File: src/rtl/swm_pkg.sv
package swm_pkg;

    localparam int CFG_WIDTH = 7;
    localparam logic [CFG_WIDTH-1:0] WINDOW_RESET = 7'd1;

    // per-cycle command shared by every cell of the chain
    typedef struct packed {
        logic step;    // a word is taken this cycle
        logic trim;    // drop the front candidate, no word taken
        logic shift;   // front candidate leaves the window on this step
        logic clear;   // history is thrown away before the word
        logic append;  // the new sample joins the chain
    } swm_ctl_t;

endpackage

File: src/rtl/swm_cell.sv
module swm_cell
    import swm_pkg::*;
#(
    parameter int SAMPLE_WIDTH = 16,
    parameter int AGE_WIDTH = 7
)
(
    input  logic                    clk,
    input  logic                    rst_n,
    input  swm_ctl_t                ctl,
    input  logic [SAMPLE_WIDTH-1:0] sample,
    input  logic                    next_valid,
    input  logic [SAMPLE_WIDTH-1:0] next_value,
    input  logic [AGE_WIDTH-1:0]    next_age,
    input  logic                    kept_prev,
    output logic                    valid,
    output logic [SAMPLE_WIDTH-1:0] value,
    output logic [AGE_WIDTH-1:0]    age,
    output logic                    kept,
    output logic [SAMPLE_WIDTH-1:0] value_next
);

    logic                    valid_reg;
    logic                    valid_next;
    logic [SAMPLE_WIDTH-1:0] value_reg;
    logic [AGE_WIDTH-1:0]    age_reg;
    logic [AGE_WIDTH-1:0]    age_next;
    logic                    src_valid;
    logic [SAMPLE_WIDTH-1:0] src_value;
    logic [AGE_WIDTH-1:0]    src_age;

    always_comb
    begin
        src_valid = ctl.shift ? next_valid : valid_reg;
        src_value = ctl.shift ? next_value : value_reg;
        src_age   = ctl.shift ? next_age   : age_reg;
        // a candidate survives only if it is strictly greater than the new sample
        kept = src_valid && !ctl.clear && ($signed(src_value) > $signed(sample));

        valid_next = valid_reg;
        value_next = value_reg;
        age_next   = age_reg;
        if (ctl.trim)
        begin
            valid_next = next_valid;
            value_next = next_value;
            age_next   = next_age;
        end
        else if (ctl.step)
        begin
            if (kept)
            begin
                valid_next = 1'b1;
                value_next = src_value;
                age_next   = src_age + AGE_WIDTH'(1);
            end
            else if (kept_prev && ctl.append)
            begin
                // first free slot after the surviving candidates
                valid_next = 1'b1;
                value_next = sample;
                age_next   = '0;
            end
            else
            begin
                valid_next = 1'b0;
            end
        end
    end

    always_ff @(posedge clk or negedge rst_n)
    begin
        if (!rst_n)
        begin
            valid_reg <= 1'b0;
        end
        else
        begin
            valid_reg <= valid_next;
        end
    end

    always_ff @(posedge clk)
    begin
        value_reg <= value_next;
        age_reg   <= age_next;
    end

    assign valid = valid_reg;
    assign value = value_reg;
    assign age   = age_reg;

endmodule
File: config.mk
export PLATFORM = sky130hd
export DESIGN_NAME = swm_cell
export DESIGN_NICKNAME = d
export VERILOG_FILES = /design/src/rtl/swm_pkg.sv /design/src/rtl/swm_cell.sv
export SDC_FILE = /design/constraint.sdc
export NUM_CORES = 1
export LEC_CHECK = 0
export ABC_AREA = 1
export BUFFER_PORTS_ARGS = -buffer_cell sky130_fd_sc_hd__buf_2
export CAP_MARGIN = 20
export CORE_MARGIN = 4
export CORE_UTILIZATION = 54
export DETAILED_ROUTE_END_ITERATION = 6
export PLACE_DENSITY_LB_ADDON = 0.1
export SYNTH_ARGS = -nofsm -noshare
export SYNTH_HDL_FRONTEND = slang
export SYNTH_SLANG_ARGS = --single-unit
File: constraint.sdc
create_clock -name clk -period 7.9 [get_ports clk]
set_input_delay 0.79 -clock clk [delete_from_list [all_inputs] [get_ports clk]]
set_output_delay 0.79 -clock clk [all_outputs]
set_load 0.1 [all_outputs]
== Word level (Yosys, flattened, before mapping) ==
Cells that the tools add are included.

* Bits in registers: 24
* Bits of input ports: 48
* Output and inout port bits: 41
* Word-level logic and storage cells: 27

* $add $sub $neg: 1
* Order comparisons: 1
* Mux-type cells: 15
* Reduce and logical (&&, ||, !) cells: 7

{| class="wikitable"
|+ Operators by type and width
! cell !! count
|-
| $mux 16 || 5
|-
| $mux 7 || 5
|-
| $gt 16x16->1 || 1
|-
| $add 7x1->7 const B || 1
|-
| $mux 1 || 5
|-
| $logic_and 1x1->1 || 3
|-
| $reduce_bool 3->1 || 1
|-
| $reduce_and 2->1 || 1
|-
| $reduce_bool 2->1 || 1
|-
| $logic_not 1->1 || 1
|}

== Longest topological paths before layout ==
Gate-level depths: netlist of the first run.

* Word-level depth: 6
* Mapped depth: 22
* Gate-level depth less buffers: 18

== Worst setup path after synthesis of the first run ==
OpenSTA, ideal clock, no wires.

* Path kind: input to output
* Start: in ctl[2] (netlist name)
* End: out value_next[12]
* Data arrival time: 3.489 ns
* Required time: 7.110 ns
* Setup slack: 3.621 ns
* Cell stages on the path: 20
* Buffers on the path: 4
* Cell sequence: buf_6 -> inv_2 -> buf_6 -> buf_2 -> or2_2 -> o21ai_0 -> inv_1 -> ha_1 -> nand2_1 -> inv_1 -> o21bai_1 -> nand2_1 -> a21oi_2 -> nand2_1 -> nand2_2 -> nand3_2 -> buf_4 -> nand2_1 -> nand3_1 -> nand2_1

* Cells in the longest elaborated chain, start to end: 6
* Elaborated cells between the ends (all ways): 8
* Those cells by class: order compare (1); mux (5); reduce/logical (2)

{| class="wikitable"
|+ RTL lines
! item !! line !! RTL
|-
| start, declared || swm_cell.sv:10 || <nowiki>input swm_ctl_t ctl,</nowiki>
|-
| $mux 16 / $mux 1 (equally long branches) || swm_cell.sv:35, swm_cell.sv:34 ||
|-
| $gt 16x16->1 / $logic_and 1x1->1 (equally long branches) || swm_cell.sv:38 || <nowiki>kept = src_valid && !ctl.clear && ($signed(src_value) > $signed(sample));</nowiki>
|-
| $logic_and 1x1->1 || swm_cell.sv:38 ||
|-
| $mux 16 * || swm_cell.sv:51 || <nowiki>if (kept)</nowiki>
|-
| $mux 16 * || swm_cell.sv:49 || <nowiki>else if (ctl.step)</nowiki>
|-
| $mux 16 * || swm_cell.sv:43 || <nowiki>if (ctl.trim)</nowiki>
|-
| end, declared || swm_cell.sv:20 || <nowiki>output logic [SAMPLE_WIDTH-1:0] value_next</nowiki>
|}

Every way passes the cells marked *; elsewhere a longest branch is shown, timed or not.

== Worst setup path in the final report of the first run ==
* Start: in ctl[2] (netlist name)
* End: out value_next[7]

The elaborated chain is that of the path after synthesis.

==> summary.md, run 1 <==
| Metric | Value |
|---|---|
| Status | `finished, final reports clean` |
| Via-to-Cell Ratio | `5.264` |
| Static Leak | `approximately 1.6 nW` |
| Post-DRT Antenna Nets | `0` |
| Sink Count | `24` |
| Fillers | `383` |
| Port-buffer cells | `88` |
| Fraction of registers with async set/reset | `between 4 and 5%` |
| Clock Path Buffers | `2` |
| CTS buffer count | `3` |
| I/O pin count | `89` |
| Crit-path max FO | `26` |
| Minimum clock period after layout | `just over 5000 ps` |
| Cts-stage hold buffer count | `0` |
| Count leader, synth | `nand2_1` |
| Startpoint types | `primary input` |
| Hold violation total from the final report | `0` |
| Largest net degree at the start of global routing | `32` |
| Resize count post-CTS | `0` |
| Power per cell area | `225.6 mW/mm²` |
| Area occupied by multi-input gates | `0.001439 mm²` |
| DR iter-0 viols | `145` |
| Total wire length | `6.477 mm` |
| Max cap viols | `0` |
| Congestion Overflow GR | `0` |
| Reg2reg setup slack | `4450 ps` |
| DR DRC count | `0` |
| Worst r2r path cells | `10` |
| Vias in the first global route | `2,331` |
| Worst-Skew Late Latency | `280 ps` |
| Peak VDD IR | `0.1472 mV` |
| Die X | `between 70 and 80 µm` |
| Yosys warnings | `0` |
| Synthesized area | `0.002297 mm²` |
| Tcrit/Tclk final | `approximately 65%` |
| # Post-CTS Setup Buffers | `0` |
| Crit. End Element | `output port` |
| Synth top cells by count | `100 x nand2_1, 50 x inv_1, 33 x o21ai_0` |
| Fmax | `195.9 MHz` |
| Avg Inst Size Synth | `approximately 6.5 µm²` |
| Max reg flops | `16` |
| Synth top area share | `16.34%` |
| Register area share after synthesis | `24.18%` |
| Initial Utilization | `56.61%` |
| Reg area | `555.5 µm²` |
| Vias | `2,516` |
| Tot GR Track Use | `between 20% and 30%` |
| Min-Delay Path Class | `in2async` |
| Slew HR | `45.55%` |
| Initial antenna violation count | `0` |
| FP Rows | `23` |
| CTS tree | `done` |
| Final Max Tran Viols | `0` |
| HPWL Detailed | `4.648 mm` |
| H-tree levels | `1` |
| Nets@finish | `494` |
| Crit path required time | `7110 ps` |
| EDFF count, synth | `7` |
| Syn Inst Count | `352` |
| Die area | `about 0.0054 mm²` |
| CP Class | `in2out` |
| Gp weighted congestion | `0.8689` |
| Final Skew | `5.407 ps` |
| Top post-synthesis cells by area | `nand2_1 16%, dfxtp_1 14%, ha_1 9.3%` |
| Syn_nets | `417` |
| Clock-pin slew on the worst setup and hold paths | `about 100 ps` |
| Final setup vio count | `0` |
| Wire length of the first global-routing pass | `10.51 mm` |
| Share of layout cells above drive strength 1 | `26.40%` |
| R2R Path Start | `value[11]$_DFF_P_` |
| CP arrival | `4320 ps` |
| Vert. Die Dim | `73.23 µm` |
| Reg2reg end | `age[0]$_DFFE_PP_` |
| WL per Instance | `13.55 µm` |
| RSZ-0062 raised after global routing | `false` |
| Yosys cell types | `33` |
| Core area | `0.004058 mm²` |
| Final setup TNS | `0 ps` |
| Crit path to | `value_next[7]` |
| Drt pass-1 iters | `4` |
| #FFs+latches synth | `24` |
| Critical path origin | `ctl[2]` |
| Inserted Diodes | `0` |
| Synth area leader | `nand2_1` |
| Layout area overhead | `20.97%` |
| Most used DFF post-synth | `dfxtp_1` |
| Root Driver | `clkbuf_8` |
| Worst-Margin Slew | `815.8 ps` |
| Pwr Total | `0.0006270 W` |
-- per-stage QoR --
step	hold slack [ps]	std cells	cell area, µm²	setup slack, ps	utilization [%]
CTS	251.9	477	2771	2826	68.30
finish	260.5	478	2779	2794	68.49
floorplan	494.4	352	2297	3621	-
global placement	496.0	473	2700	2920	66.54
detailed placement	519.7	473	2700	2840	66.54
global route	240.5	478	2779	2543	68.49
-- cells by family after synthesis --
logic type / share of synthesized area [%]
compound gates: 15.41
fa+ha+maj: 9.259
xor+xnor: 1.907
flops: 24.18
mux: 0.8715
buf+inv: 13.18
simple gates: 35.19
-- where the power goes --
part / switching, W / internal, W
clock network: 0.0000486 / 0.0000680
logic: 0.000286 / 0.0000686
registers: 0.0000123 / 0.000143
-- routing by layer --
layer / global-route usage, % / up-vias / routed length (µm)
met1: 31.80 / 1107 / 2875
met3: 4.270 / 9 / 483
met5: 0 / - / 0
li1: - / 1306 / -
met2: 40.81 / 94 / 3017
met4: 7.992 / 0 / 101
-- worst max-delay path, cell delays in order --
cell	delay (ps)
buf_2	390
inv_2	250
or2_2	320
o21ai_0	110
inv_1	90
ha_1	310
a21o_1	180
nor2_1	90
nand2_1	60
nand2_1	80
nand2_1	70
nand2_2	270
nand3_2	490
nand2_1	190
nand3_1	90
nand2_1	100
buf_2	430
-- cell type report --
| cell class | instances | share of cell area (%) |
|---|---|---|
| multi-input cells | 258 | 51.78 |
| flip-flops and latches | 24 | 19.99 |
| repair buffers | 90 | 16.39 |
| inverters | 52 | 7.024 |
| well taps | 50 | 2.251 |
| clock buffers | 3 | 1.486 |
| clock inverters | 1 | 1.081 |
-- how the worst min path moves through the flow --
stage	slack, ps	startpoint	end
3_3_place_gp	500	valid$_DFFE_PN0P_	valid$_DFFE_PN0P_
5_1_grt	240	rst_n	valid$_DFFE_PN0P_
4_1_cts	250	rst_n	valid$_DFFE_PN0P_
6_report	260	rst_n	valid$_DFFE_PN0P_
3_5_place_dp	520	value[4]$_DFF_P_	value[4]$_DFF_P_
2_1_floorplan	490	rst_n	valid$_DFFE_PN0P_
-- layout by cell type, fill, tap and decap left out, drive strengths merged --
master,count
nor2,13
mux2i,2
buf,90
inv,51
clkbuf,3
a22oi,16
dfxtp,16
clkinv,1
xnor2,3
a21o,1
or2,18
xor2,2
dfrtp,1
a21oi,6
nor3,2
nand4,17
bufinv,1
edfxtp,7
o21bai,1
nand3,22
o21ai,37
ha,17
nand2,101
Power figures use the tool's default switching activity.
==> run 2: changes to the inputs <==
Settings changed: CORE_UTILIZATION 54 to 50.
Clock period 7.9 ns to 5.1 ns, I/O delays scaled along.
==> run 2 against run 1 <==
Compared with the run above:
- critical path depth decreased by 1
- worst hold slack improved by 220 ps
- clock skew increased by 8.2 ps
- core utilization decreased by 5.1 points
- setup slack got worse by 1800 ps
- sequential cell count unchanged
- clock power increased by 10%
- via count increased by 2.0%
- register-to-register slack got worse by 2300 ps
- critical endpoint unchanged
==> summary.md, run 2 (synthesis results as in run 1) <==
| Metric | Value |
|---|---|
| RSZ-0062 raised after global routing | `false` |
| Slew HR | `around 41%` |
| Clock-pin slew on the worst setup and hold paths | `about 110 ps` |
| Post-DRT Antenna Nets | `0` |
| Power per cell area | `331.7 mW/mm²` |
| HPWL Detailed | `around 4.9 mm` |
| Drt pass-1 iters | `5` |
| Status | `finished, final reports clean` |
| Congestion Overflow GR | `0` |
| DR iter-0 viols | `144` |
| Hold violation total from the final report | `0` |
| Core area | `0.004414 mm²` |
| Port-buffer cells | `88` |
| Vias in the first global route | `2,343` |
| CTS tree | `done` |
| CP Class | `in2out` |
| Nets@finish | `499` |
| Die area | `0.005743 mm²` |
| Initial Utilization | `52.04%` |
| Peak VDD IR | `slightly below 0.2 mV` |
| Share of layout cells above drive strength 1 | `between 20% and 30%` |
| Gp weighted congestion | `about 0.9` |
| FP Rows | `24` |
| Inserted Diodes | `0` |
| CP max-delay cell | `nand3_2` |
| Worst-Skew Late Latency | `290 ps` |
| H-tree levels | `1` |
| Root Driver | `clkbuf_8` |
| Critical Path Most Common Cell | `nand2_1` |
| Layout area overhead | `21.84%` |
| Min-Delay Path Class | `in2reg` |
| Vias | `2,566` |
| # Post-CTS Setup Buffers | `0` |
| Family with the most delay on the worst path | `simple AND/OR/NAND/NOR gates` |
| Initial antenna violation count | `0` |
| Tcrit/Tclk final | `79.63%` |
| CP bufs+invs | `4` |
| Fmax | `approximately 250 MHz` |
| Clock Path Buffers | `2` |
| Worst path cell trace | `buf_2, inv_2, or2_2, o21ai_0, inv_1, ha_1, nand2_1, nor2_1, nand2_1, nor2_1, nor2_4, nand3_2, nand2_1, nand3_1, nand2_1, buf_2` |
| Die X | `75.78 µm` |
| I/O pin count | `89` |
| Largest net degree at the start of global routing | `32` |
| Worst-Margin Slew | `~890 ps` |
| Vert. Die Dim | `about 76 µm` |
| Final Max Tran Viols | `0` |
| Startpoint types | `primary input` |
| Reg2reg setup slack | `approximately 2200 ps` |
| Static Leak | `1.570 nW` |
| Most frequent cells in the layout | `100 x nand2_1, 88 x buf_2, 50 x inv_1, 33 x o21ai_0, 19 x nand3_1` |
| Tot GR Track Use | `24.23%` |
| Final setup vio count | `0` |
| Commonest non-fill, non-tap cell in the layout | `nand2_1` |
| CP arrival | `~3600 ps` |
| Max reg flops | `16` |
| WL per Instance | `14.03 µm` |
| Final Skew | `approximately 14 ps` |
| CTS buffer count | `3` |
| Wire length of the first global-routing pass | `10.74 mm` |
| Max cap viols | `0` |
| Minimum clock period after layout | `around 4000 ps` |
| Crit. End Element | `output port` |
| Total wire length | `around 6.8 mm` |
| Crit-path max FO | `21` |
| CP max stage delay | `520 ps` |
| Final setup TNS | `0 ps` |
| DR DRC count | `0` |
| Crit path required time | `around 4600 ps` |
| Util after Layout | `63.41%` |
| Sink Count | `24` |
| Via-to-Cell Ratio | `5.291` |
run 2: changes by cell type in the layout (fill, tap and decap cells not counted), sizes merged:
cell	previous run	this run
dlygate4sd3	0	1
buf	90	94
clkinv	1	2
bufinv	1	0
run 2: worst reg2reg max path: stages (launching register included):
cell and delay (ps):
dfxtp_1 350, o21ai_0 280, inv_1 80, ha_1 310, nand2_1 70, nor2_1 40, nand2_1 90, nor2_1 80
nor2_4 350, nand3_2 520, a21oi_1 290, buf_4 190
run 2: what timing repair did:
item,in CTS,in global routing
resized for setup,0,0
hold buffers,1,0
endpoints found under the hold margin,1,0
run 2: layout make-up:
type                            count  area [µm²]
Tap cell                           52       65.06
Fill cell                         445        1615
Timing Repair Buffer               95       499.2
Multi-Input combinational cell    258        1439
Clock buffer                        3       41.29
Sequential cell                    24       555.5
Inverter                           52       195.2
Clock inverter                      1       3.754
run 2: worst paths after layout:
path,from,to,depth (start not counted)
min in group asynchronous,rst_n,valid$_DFFE_PN0P_,2
max reg2reg,value[11]$_DFF_P_,age[2]$_DFFE_PP_,11
max,ctl[2],value_next[7],16
max in group asynchronous,rst_n,valid$_DFFE_PN0P_,2
min,next_value[10],value[10]$_DFF_P_,3
min reg2reg,valid$_DFFE_PN0P_,valid$_DFFE_PN0P_,2
run 2: report_power, final:
group / leakage [nW] / switching (W) / internal [W]
Clock: 0.0231 / 0.0000747 / 0.0000543
Combinational: 1.33 / 0.000447 / 0.000112
Sequential: 0.218 / 0.0000187 / 0.000222
Total: 1.57 / 0.000540 / 0.000388
run 2: stage by stage:
step	setup slack (ps)	hold slack (ps)	area (µm²)	total power [W]	instances
finish	1039	478.5	2799	0.0009284	485
global route	741.6	495.1	2799	0.0009787	485
CTS	1077	482.7	2799	0.0009288	485
detailed placement	1080	285.4	2744	0.0008011	480
global placement	1109	286.0	2733	0.0007957	479
floorplan	1381	214.4	2297	0.0007026	352
run 2: layer usage:
metal / share of wire [%] / track usage (%) / vias to the layer above
met1: 46 / 34.24 / 1144
met2: 46 / 38.50 / 102
met5: 0 / 0 / -
met4: 0.96 / 7.573 / 0
met3: 7.2 / 2.639 / 6
li1: - / - / 1314
==> run 3: changes to the inputs <==
Clock period 5.1 ns to 4.06 ns, I/O delays scaled along.
==> run 3 against run 2 <==
Compared with the run above:
- sequential cell count unchanged
- setup slack got worse by 580 ps
- global-route usage increased by 0.22 points
- total power increased by 41%
- final area increased by 9.9%
- combinational power increased by 39%
- sequential share of layout area decreased by 1.8 points
- critical path type unchanged
- largest cell class unchanged
- largest power group unchanged
==> summary.md, run 3 (synthesis results as in run 1) <==
| Metric | Value |
|---|---|
| Final Max Tran Viols | `0` |
| Reg2reg setup slack | `1180 ps` |
| Peak VDD IR | `around 0.27 mV` |
| Final instance area | `0.003077 mm²` |
| Crit. End Element | `output port` |
| Static Leak | `1.661 nW` |
| CP arrival | `3200 ps` |
| Gp weighted congestion | `0.9283` |
| Via-to-Cell Ratio | `5.310` |
| Initial antenna violation count | `0` |
| Largest net degree at the start of global routing | `32` |
| Cell area after placement | `0.002988 mm²` |
| Startpoint types | `primary input` |
| Die X | `roughly 76 µm` |
| Final cell count without fillers | `484` |
| Final setup TNS | `0 ps` |
| DP Cell Count | `479` |
| Core area | `0.004414 mm²` |
| Layout area overhead | `33.93%` |
| Min-Delay Path Class | `in2reg` |
| Pwr Total | `roughly 0.0013 W` |
| Nets@finish | `498` |
| Slew HR | `42.73%` |
| Crit path required time | `approximately 3700 ps` |
| CP Class | `in2out` |
| DR iter-0 viols | `126` |
| Max cap viols | `0` |
| Most frequent cells in the layout | `100 x nand2_1, 71 x buf_2, 50 x inv_1, 33 x o21ai_0, 19 x nand3_1` |
| CP bufs+invs | `5` |
| H-tree levels | `1` |
| Worst-Skew Late Latency | `~280 ps` |
| DR DRC count | `0` |
| Post-DRT Antenna Nets | `0` |
| CTS buffer count | `3` |
| Congestion Overflow GR | `0` |
| Initial Utilization | `52.04%` |
| Crit-path max FO | `21` |
| Drt pass-1 iters | `4` |
| CTS tree | `done` |
| Root Driver | `clkbuf_8` |
| Fmax | `about 280 MHz` |
| Wire length of the first global-routing pass | `11.01 mm` |
| # Post-CTS Setup Buffers | `0` |
| CP max stage delay | `~340 ps` |
| Tcrit/Tclk final | `approximately nine tenths` |
| Critical Path Most Common Cell | `nand2_1` |
| Share of layout cells above drive strength 1 | `between 20% and 30%` |
| Vert. Die Dim | `about 76 µm` |
| WL per Instance | `14.00 µm` |
| Power per cell area | `425.4 mW/mm²` |
| Status | `finished, final reports clean` |
| Die area | `0.005743 mm²` |
| Commonest non-fill, non-tap cell in the layout | `nand2_1` |
| Clock-pin slew on the worst setup and hold paths | `roughly 100 ps` |
| Max reg flops | `16` |
| FP Rows | `24` |
| Tot GR Track Use | `24.45%` |
| Inserted Diodes | `0` |
| Final Skew | `3.333 ps` |
| Family with the most delay on the worst path | `simple AND/OR/NAND/NOR gates` |
| HPWL Detailed | `4.921 mm` |
| Worst-Margin Slew | `858.1 ps` |
| RSZ-0062 raised after global routing | `false` |
| Vias in the first global route | `2,426` |
| Final setup vio count | `0` |
| Clock Path Buffers | `2` |
| CP max-delay cell | `nand3_4` |
| I/O pin count | `89` |
| Port-buffer cells | `88` |
| Worst path cell trace | `buf_2, inv_2, or2_2, o21ai_0, inv_1, ha_1, nand2_1, inv_1, o21bai_1, nand2_1, a21oi_2, nand2_1, nand2_2, nand3_4, nand2_1, nand3_1, nand2_1, buf_12` |
| Minimum clock period after layout | `about 3600 ps` |
| Hold violation total from the final report | `0` |
| Total wire length | `6.775 mm` |
| Vias | `2,570` |
| Sink Count | `24` |
-- run 3: final cells by class --
| cell class | count | area [µm²] |
|---|---|---|
| clock buffer | 3 | 41.29 |
| clock inverter | 1 | 30.03 |
| fill | 384 | 1338 |
| inverter | 52 | 195.2 |
| multi-input combinational | 258 | 1446 |
| sequential | 24 | 555.5 |
| tap | 52 | 65.06 |
| timing repair buffer | 94 | 743.2 |
-- run 3: per-layer routing --
layer	up-vias	track usage, %	wire (µm)
met5	-	0	0
met4	0	5.049	31
met3	4	2.902	443
met2	90	40.02	3187
met1	1162	34.44	3113
li1	1314	-	-
-- run 3: metrics by stage --
step	utilization, %	setup slack, ps	hold slack, ps
CTS	69.53	307.1	404.0
global placement	67.69	395.7	184.8
global route	69.70	203.9	402.8
finish	69.70	457.2	403.1
floorplan	-	548.9	110.4
detailed placement	67.69	317.6	183.8
-- run 3: timing repair --
item | 4_1_cts | 5_1_grt
resized for setup | 0 | 1
endpoints found under the hold margin | 1 | 0
hold buffers | 1 | 0
endpoints found under the setup margin | 0 | 2
-- run 3: report_power, final --
group / internal, W / leakage, nW / switching, W / total [W]
combinational: 0.000204 / 1.41 / 0.000574 / 0.000779
clock: 0.000132 / 0.0357 / 0.0000945 / 0.000227
sequential: 0.000279 / 0.218 / 0.0000244 / 0.000303
total: 0.000616 / 1.66 / 0.000693 / 0.00131
-- run 3: worst paths after layout --
| kind | startpoint | end | cells after the start |
|---|---|---|---|
| setup reg to reg | value[13]$_DFF_P_ | age[0]$_DFFE_PP_ | 13 |
| max in group asynchronous | rst_n | valid$_DFFE_PN0P_ | 2 |
| hold reg to reg | valid$_DFFE_PN0P_ | valid$_DFFE_PN0P_ | 2 |
| setup / recovery | ctl[2] | value_next[10] | 18 |
| min in group asynchronous | rst_n | valid$_DFFE_PN0P_ | 2 |
| hold / removal | next_age[4] | age[4]$_DFFE_PP_ | 3 |
-- run 3: worst min-delay path: cells and delay by family --
| kind | cells | cell delay [ps] |
|---|---|---|
| buffers and inverters | 1 | 90 |
| and+or+nand+nor | 2 | 90 |
